==> src/hdl/alt_pkg.sv <==
// Shared types, constants and character class helpers for the assembly line tokenizer.
`timescale 1ns / 1ps

package alt_pkg;

  localparam int unsigned TEXT_BYTES = 32;
  localparam int unsigned TEXT_CW    = $clog2(TEXT_BYTES);

  localparam logic [7:0] LIMIT_RESET = 8'd16;

  localparam logic [7:0] CH_NUL   = 8'h00;
  localparam logic [7:0] CH_COMMA = 8'h2C;
  localparam logic [7:0] CH_COLON = 8'h3A;
  localparam logic [7:0] CH_UNDER = 8'h5F;
  localparam logic [7:0] CH_ZERO  = 8'h30;
  localparam logic [7:0] CH_LOW_X = 8'h78;
  localparam logic [7:0] CH_UP_X  = 8'h58;
  localparam logic [7:0] CH_MINUS = 8'h2D;

  typedef enum logic [1:0] {
    TK_IDENT  = 2'd0,
    TK_NUMBER = 2'd1,
    TK_COMMA  = 2'd2,
    TK_COLON  = 2'd3
  } tok_kind_e;

  typedef enum logic {
    IK_TOKEN   = 1'b0,
    IK_SUMMARY = 1'b1
  } item_kind_e;

  typedef struct packed {
    item_kind_e item_kind;
    tok_kind_e  token_kind;
    logic [7:0] text_byte;
    logic       token_first;
    logic       token_final;
    logic [7:0] token_number;
    logic [7:0] token_total;
    logic       run_last;
  } result_t;

  typedef struct packed {
    logic [1:0] count;
    result_t    r0;
    result_t    r1;
  } emit_t;

  function automatic logic is_letter(input logic [7:0] c);
    return c inside {[8'h61:8'h7A], [8'h41:8'h5A]};
  endfunction

  function automatic logic is_dec(input logic [7:0] c);
    return c inside {[8'h30:8'h39]};
  endfunction

  function automatic logic is_hexd(input logic [7:0] c);
    return c inside {[8'h30:8'h39], [8'h61:8'h66], [8'h41:8'h46]};
  endfunction

endpackage

==> src/hdl/alt_lexer.sv <==
// Scanner state and per-character token result generation.
`timescale 1ns / 1ps

module alt_lexer import alt_pkg::*; (
  input  logic       clk_i,
  input  logic       rst_ni,
  input  logic       cfg_we_i,
  input  logic [7:0] cfg_wdata_i,
  input  logic       accept_i,
  input  logic [7:0] char_i,
  output emit_t      emit_o
);

  typedef enum logic [2:0] {
    M_IDLE  = 3'd0,
    M_MINUS = 3'd1,
    M_IDENT = 3'd2,
    M_ZERO  = 3'd3,
    M_DEC   = 3'd4,
    M_HEX   = 3'd5
  } mode_e;

  mode_e              mode_q, mode_d;
  logic [7:0]         held_q, held_d;
  logic               hvalid_q, hvalid_d;
  logic               hstart_q, hstart_d;
  logic [TEXT_CW-1:0] tcount_q, tcount_d;
  logic [7:0]         tokens_q, tokens_d;
  logic [7:0]         limit_q;

  always_comb begin
    result_t    res [2];
    logic [1:0] n;
    logic       do_keep;
    logic       do_finish;
    logic       do_start;
    logic       do_clear;
    tok_kind_e  hkind;

    res[0]    = '0;
    res[1]    = '0;
    n         = 2'd0;
    do_keep   = 1'b0;
    do_finish = 1'b0;
    do_start  = 1'b0;
    do_clear  = 1'b0;
    hkind     = (mode_q == M_IDENT) ? TK_IDENT : TK_NUMBER;

    mode_d   = mode_q;
    held_d   = held_q;
    hvalid_d = hvalid_q;
    hstart_d = hstart_q;
    tcount_d = tcount_q;
    tokens_d = tokens_q;

    if (char_i == CH_NUL) begin
      do_finish = (mode_q != M_IDLE) && (mode_q != M_MINUS);
    end else begin
      case (mode_q)
        M_MINUS: begin
          if (is_dec(char_i)) begin
            mode_d  = M_DEC;
            do_keep = 1'b1;
          end else begin
            do_clear = 1'b1;
            do_start = 1'b1;
          end
        end
        M_IDENT: begin
          if (is_letter(char_i) || is_dec(char_i) || char_i == CH_UNDER) begin
            do_keep = 1'b1;
          end else begin
            do_finish = 1'b1;
            do_start  = 1'b1;
          end
        end
        M_ZERO: begin
          if (char_i == CH_LOW_X || char_i == CH_UP_X) begin
            mode_d  = M_HEX;
            do_keep = 1'b1;
          end else if (is_dec(char_i)) begin
            mode_d  = M_DEC;
            do_keep = 1'b1;
          end else begin
            do_finish = 1'b1;
            do_start  = 1'b1;
          end
        end
        M_DEC: begin
          if (is_dec(char_i)) begin
            do_keep = 1'b1;
          end else begin
            do_finish = 1'b1;
            do_start  = 1'b1;
          end
        end
        M_HEX: begin
          if (is_hexd(char_i)) begin
            do_keep = 1'b1;
          end else begin
            do_finish = 1'b1;
            do_start  = 1'b1;
          end
        end
        default: begin
          do_clear = 1'b1;
          do_start = 1'b1;
        end
      endcase
    end

    // emit held byte and hold the new one, unless the text is full
    if (do_keep && (tcount_q < TEXT_CW'(TEXT_BYTES - 1))) begin
      res[n[0]] = '{IK_TOKEN, hkind, held_q, hstart_q, 1'b0, tokens_q, 8'd0, 1'b0};
      n         = n + 2'd1;
      held_d    = char_i;
      hstart_d  = 1'b0;
      tcount_d  = tcount_q + TEXT_CW'(1);
    end

    if (do_finish) begin
      if (hvalid_q) begin
        res[n[0]] = '{IK_TOKEN, hkind, held_q, hstart_q, 1'b1, tokens_q, 8'd0, 1'b0};
        n         = n + 2'd1;
      end
      tokens_d = tokens_q + 8'd1;
      do_clear = 1'b1;
    end

    if (do_clear) begin
      mode_d   = M_IDLE;
      held_d   = '0;
      hvalid_d = 1'b0;
      hstart_d = 1'b0;
      tcount_d = '0;
    end

    if (do_start && (tokens_d < limit_q)) begin
      if (char_i == CH_COMMA || char_i == CH_COLON) begin
        res[n[0]] = '{IK_TOKEN, (char_i == CH_COMMA) ? TK_COMMA : TK_COLON, char_i,
                      1'b1, 1'b1, tokens_d, 8'd0, 1'b0};
        n         = n + 2'd1;
        tokens_d  = tokens_d + 8'd1;
      end else if (is_letter(char_i) || is_dec(char_i) || char_i == CH_MINUS) begin
        if (is_letter(char_i)) begin
          mode_d = M_IDENT;
        end else if (char_i == CH_ZERO) begin
          mode_d = M_ZERO;
        end else if (is_dec(char_i)) begin
          mode_d = M_DEC;
        end else begin
          mode_d = M_MINUS;
        end
        held_d   = char_i;
        hvalid_d = 1'b1;
        hstart_d = 1'b1;
        tcount_d = TEXT_CW'(1);
      end
    end

    // line end: summary, then return all line state to reset
    if (char_i == CH_NUL) begin
      res[n[0]] = '{IK_SUMMARY, TK_IDENT, 8'd0, 1'b0, 1'b0, 8'd0, tokens_d, 1'b0};
      n         = n + 2'd1;
      tokens_d  = 8'd0;
      mode_d    = M_IDLE;
      held_d    = '0;
      hvalid_d  = 1'b0;
      hstart_d  = 1'b0;
      tcount_d  = '0;
    end

    if (n == 2'd1) begin
      res[0].run_last = 1'b1;
    end else if (n == 2'd2) begin
      res[1].run_last = 1'b1;
    end

    emit_o.count = n;
    emit_o.r0    = res[0];
    emit_o.r1    = res[1];
  end

  always_ff @(posedge clk_i or negedge rst_ni) begin
    if (!rst_ni) begin
      mode_q   <= M_IDLE;
      held_q   <= '0;
      hvalid_q <= 1'b0;
      hstart_q <= 1'b0;
      tcount_q <= '0;
      tokens_q <= '0;
      limit_q  <= LIMIT_RESET;
    end else begin
      if (cfg_we_i) begin
        limit_q <= cfg_wdata_i;
      end
      if (accept_i) begin
        mode_q   <= mode_d;
        held_q   <= held_d;
        hvalid_q <= hvalid_d;
        hstart_q <= hstart_d;
        tcount_q <= tcount_d;
        tokens_q <= tokens_d;
      end
    end
  end

endmodule

==> src/hdl/assembly_line_tokenizer.sv <==
// Top level of the assembly line tokenizer: scanner plus four-entry result queue.
//
//   channel   dir  width   content
//   s_axis    in   8       source character, zero ends the line
//   m_axis    out  32+3+1  token bytes and end of line summaries
//   cfg       in   8       token limit write
//
// One character is taken per cycle while ready; each causes zero, one or two results.
// Results leave through a four-entry queue at one per cycle while the sink is ready, so a run of
// characters that each cause two results is limited by the output side.
// s_axis_tready_o is high while the queue has room for two results.
// Reset clears the scanner state and the queue and sets the limit to 16.
`timescale 1ns / 1ps

module assembly_line_tokenizer import alt_pkg::*; (
  input  logic        clk_i,
  input  logic        rst_ni,
  input  logic        cfg_we_i,
  input  logic [7:0]  cfg_wdata_i,
  input  logic        s_axis_tvalid_i,
  output logic        s_axis_tready_o,
  input  logic [7:0]  s_axis_tdata_i,   // character
  output logic        m_axis_tvalid_o,
  input  logic        m_axis_tready_i,
  output logic [31:0] m_axis_tdata_o,   // text_byte, token_first, token_final,
                                        // token_number, token_total, zero pad
  output logic [2:0]  m_axis_tuser_o,   // item_kind, token_kind
  output logic        m_axis_tlast_o    // run_last
);

  localparam int unsigned QDEPTH = 4;

  emit_t      emit;
  logic       accept;
  logic       pop;
  result_t    q_q [QDEPTH];
  result_t    q_d [QDEPTH];
  logic [2:0] cnt_q, cnt_d;
  logic [2:0] base;

  assign s_axis_tready_o = (cnt_q <= 3'd2);
  assign accept          = s_axis_tvalid_i && s_axis_tready_o;
  assign pop             = (cnt_q != 3'd0) && m_axis_tready_i;

  alt_lexer u_lexer (
    .clk_i      (clk_i),
    .rst_ni     (rst_ni),
    .cfg_we_i   (cfg_we_i),
    .cfg_wdata_i(cfg_wdata_i),
    .accept_i   (accept),
    .char_i     (s_axis_tdata_i),
    .emit_o     (emit)
  );

  always_comb begin
    base = cnt_q - {2'd0, pop};
    for (int i = 0; i < QDEPTH; i++) begin
      q_d[i] = q_q[i];
      if (pop && (i < QDEPTH - 1)) begin
        q_d[i] = q_q[(i < QDEPTH - 1) ? i + 1 : i];
      end
      if (accept && (emit.count != 2'd0) && (3'(i) == base)) begin
        q_d[i] = emit.r0;
      end
      if (accept && (emit.count == 2'd2) && (3'(i) == base + 3'd1)) begin
        q_d[i] = emit.r1;
      end
    end
    cnt_d = base + (accept ? {1'b0, emit.count} : 3'd0);
  end

  always_ff @(posedge clk_i or negedge rst_ni) begin
    if (!rst_ni) begin
      cnt_q <= '0;
    end else begin
      cnt_q <= cnt_d;
    end
  end

  always_ff @(posedge clk_i) begin
    for (int i = 0; i < QDEPTH; i++) begin
      q_q[i] <= q_d[i];
    end
  end

  assign m_axis_tvalid_o = (cnt_q != 3'd0);
  assign m_axis_tdata_o  = {6'd0, q_q[0].token_total, q_q[0].token_number,
                            q_q[0].token_final, q_q[0].token_first, q_q[0].text_byte};
  assign m_axis_tuser_o  = {q_q[0].token_kind, q_q[0].item_kind};
  assign m_axis_tlast_o  = q_q[0].run_last;

endmodule
==> config.mk <==
export PLATFORM = sky130hd
export DESIGN_NAME = assembly_line_tokenizer
export DESIGN_NICKNAME = d
export VERILOG_FILES = /design/src/hdl/alt_pkg.sv /design/src/hdl/alt_lexer.sv /design/src/hdl/assembly_line_tokenizer.sv
export SDC_FILE = /design/constraint.sdc
export NUM_CORES = 1
export LEC_CHECK = 0
export ABC_AREA = 1
export BUFFER_PORTS_ARGS = -buffer_cell sky130_fd_sc_hd__clkbuf_2
export CORE_ASPECT_RATIO = 0.9
export CORE_MARGIN = 2
export CORE_UTILIZATION = 62
export CTS_CLUSTER_SIZE = 10
export DETAILED_ROUTE_END_ITERATION = 7
export PLACE_DENSITY = 0.85
export SLEW_MARGIN = 20
export SYNTH_ARGS = -nofsm -noshare
export SYNTH_HDL_FRONTEND = slang
export SYNTH_SLANG_ARGS = --single-unit
==> constraint.sdc <==
create_clock -name clk_i -period 5.9 [get_ports clk_i]
set_input_delay 0.885 -clock clk_i [delete_from_list [all_inputs] [get_ports clk_i]]
set_output_delay 0.885 -clock clk_i [all_outputs]
set_load 0.02 [all_outputs]
==> key figures <==
Cells and area
  • Layout Area Growth over Synthesis: 11.6%
  • Area occupied by multi-input gates: 5040 um2
  • Number of diodes added for antenna fixing: 0
  • Area occupied by registers: 4530 um2
  • Fill count: 1307
  • Layout Nets: 1555
  • Fin area: 12000 um2
  • Share of post-route cells with drive strength above 1: 12.8%

Critical path
  • Element type at the critical path start: input port
  • Kind of end point of the critical path: flop
  • Largest delay share family, worst path: simple AND/OR/NAND/NOR gates
  • Master of the slowest instance on the critical path: a2111oi_0
  • Worst reg-to-reg setup slack: 0.94 ns
  • Dominant cell type by count on the critical path: nand2_1
  • Largest fanout on the critical path: 26
  • Count of buffering cells on the critical path with inverters included: 9
  • CP arrival: 5.56 ns
  • Crit path largest cell delay: 0.37 ns
  • Category of the most critical setup path: input port to flop
  • Data required time of the critical path: 6.04 ns

Clocking
  • Clk pin slew, worst setup/hold paths: 0.07 ns
  • Clock latency on the worst-skew pair: 0.45 ns
  • Hold buffer count at cts: 0
  • Gates resized, CTS repair: 0
  • H-tree depth reported by CTS: 4
  • TritonCTS Sinks: 157
  • Num CTS Buffers: 17
  • Clk buf depth: 2
  • Clock Tree Root: clkbuf_16
  • Clock tree from TritonCTS: done
  • Setup fix buffers added after clock tree synthesis: 0

Detailed routing
  • Vias per inst: 6.13
  • Total routed wirelength: 32.6 mm
  • Total vias in the final route: 10800
  • Initial DRT Pass Iterations: 8
  • Remaining DRCs: 25
  • Remaining antenna violation count: 0
  • Average wire per cell in the routed design: 18.6 um
  • First DRT Iteration DRCs: 1486

Place
  • Post-detailed-placement half-perimeter wirelength: 22.4 mm
  • Buffers added on ports: 52
  • Area of placed instances: 11400 um2
  • Routability congestion estimate: 0.932

Global routing
  • Total congestion overflow: 0
  • First-pass GRT wire length: 51.6 mm
  • Number of antenna violations at the first check in global routing: 0
  • Vias in the first global route: 10300
  • Global Route Usage Sum: 36.1%
  • Pin count of the biggest net entering global routing: 94

Power
  • Leakage: 5.81 nW
  • Pwr Density: 479 nW/um2
  • Maximum ir drop on the vdd rail: 0.490 mV

STA
  • Relative slew margins: 28.9%
  • # setup viols final: 0
  • Post-route worst hold slack: 0.524 ns
  • Max-slew violation total from the final report: 0
  • Accumulated negative setup slack: 0 ns
  • Period utilization: 91.8%
  • Peak clock frequency supported by timing: 185 MHz
  • Unrepaired setup endpoints after global routing: false
  • Post-route clock skew: 0.0116 ns
  • Final Hold Vio Count: 0
  • Actual slew at the worst max-slew pin: 1.07 ns
  • Final worst path period need: 5.41 ns

Logic synthesis
  • Synth Flop Type: edfxtp_1
  • Post-Syn Area: 10800 um2
  • FF+latch count, synth: 157
  • Number of warnings reported in the yosys synthesis log: 0
  • Register area share after synthesis: 42.0%
  • Synth area leader: edfxtp_1
  • Area fraction of the dominant cell type after synthesis: 33.4%
  • Synthesized netlist cell count: 1466
  • Count of flip-flops with a built-in enable after synthesis: 120
  • Proportion of synthesized flip-flops having asynchronous set or reset: 23.6%
  • Cell types with the largest area share after synthesis: edfxtp_1 33%, nand2_1 16%, dfrtp_1 8.4%, nand3_1 7.0%, inv_1 6.6%
  • Number of unique standard cell types used by synthesis: 50
  • Avg Inst Size Synth: 7.35 um2

Die
  • Effective utilization at floorplan: 63.6%
  • Row count: 45
  • Number of top-level pins: 59
  • Core ar.: 16900 um2
  • Height of the die: 129 um
  • DIE WIDTH: 143 um
  • Die Footprint: 18500 um2

Outcome
  • Failing checks: design-rule violations
  • Status: finished, violations left

Job
  • Max-cap viol count: 0

Min path
  • Class of the worst hold path: flop to flop
logic make-up after synthesis:
group | after synthesis | synth area share, %
simple gates | 851 | 35.8
fa+ha+maj | 24 | 2.86
other cells | 1 | 0.0348
flops | 157 | 42.0
xor+xnor | 10 | 0.813
buf+inv | 292 | 11.6
compound gates | 130 | 6.81
mux | 1 | 0.104
layout by cell type, fill, tap and decap left out, types with 36 or more instances in the layout:
cell type / netlist / routed
buf_4: 11 / 44
inv_1: 189 / 188
o21ai_0: 65 / 65
edfxtp_1: 120 / 120
nand4_1: 91 / 91
clkbuf_2: 0 / 51
dfrtp_1: 36 / 36
nor2_1: 78 / 75
nand2_1: 473 / 473
nand3_1: 150 / 148
state kept, by name, summed over array words and instances (netlist names), 3 cells and up:
name and flops:
u_lexer.held_q 8, cnt_q 3, q_q 120, u_lexer.mode_q 3
u_lexer.tcount_q 5, u_lexer.limit_q 8, u_lexer.tokens_q 8
cell type report:
class | count | share of cell area (%)
clock inverter | 15 | 1.46
tap | 235 | 2.44
clock buffer | 17 | 3.54
timing repair buffer | 106 | 6.57
multi-input combinational | 1022 | 41.9
sequential | 157 | 37.7
inverter | 206 | 6.44
report_power, final:
group	total [mW]	internal [mW]	switching, mW
clock network	1.13	0.605	0.530
logic	2.85	0.787	2.07
registers	1.77	1.63	0.143
worst reg2reg max path: cells and delay by family, from the launching register on:
| family | cells | cell delay, ns |
|---|---|---|
| AOI/OAI and AO/OA | 3 | 0.74 |
| adders and majority gates | 2 | 0.58 |
| buffers and inverters | 8 | 1.22 |
| DFF | 1 | 0.39 |
| and+or+nand+nor | 15 | 1.74 |
cell usage after synthesis, types with 2 or more instances:
cell type / n
ha_1: 23
inv_2: 14
edfxtp_1: 120
dfrtp_1: 36
nor4_1: 9
buf_1: 2
nand3_2: 4
o22ai_1: 9
nor2_2: 7
nand3_1: 150
o21ai_1: 23
o211ai_1: 11
a211oi_1: 3
nand4_4: 2
nand4_2: 4
o21ai_2: 2
o21ai_0: 65
buf_6: 8
a21oi_1: 9
nand2_1: 473
clkinv_1: 3
inv_1: 189
nand2_2: 9
buf_2: 31
buf_4: 11
nor3_1: 17
nand4_1: 91
nand3_4: 2
clkbuf_1: 33
nor2_1: 78
xor2_1: 9
worst paths after layout:
path	startpoint	to	cells after the start
worst max-delay path	s_axis_tdata_i[2]	q_q[3][14]	34
worst max register to register	u_lexer.mode_q[2]	q_q[3][14]	28
min in group asynchronous	rst_ni	u_lexer.tcount_q[3]	1
worst min register to register	u_lexer.limit_q[0]	u_lexer.limit_q[0]	1
max in group asynchronous	rst_ni	u_lexer.tokens_q[6]	1
worst min-delay path	u_lexer.limit_q[0]	u_lexer.limit_q[0]	1
metal layers:
layer	track usage [%]	wire, um	vias up
li1	-	-	4930
met1	46.3	12500	4941
met2	57.6	15000	762
met3	8.72	3510	152
met4	18.2	1540	0
met5	0	0	-
metrics by stage:
stage | std cells | worst slack [ns] | power [mW] | utilization [%]
after detailed placement | 1726 | 0.196 | 4.50 | 67.4
final | 1758 | 0.486 | 5.76 | 71.0
after floorplan | 1471 | 0.0287 | 3.72 | -
after CTS | 1758 | 0.557 | 5.65 | 71.0
after global routing | 1758 | 0.00963 | 6.05 | 71.0
after global placement | 1726 | 0.240 | 4.42 | 67.4
Note: power is estimated with default switching activity, not from simulation.
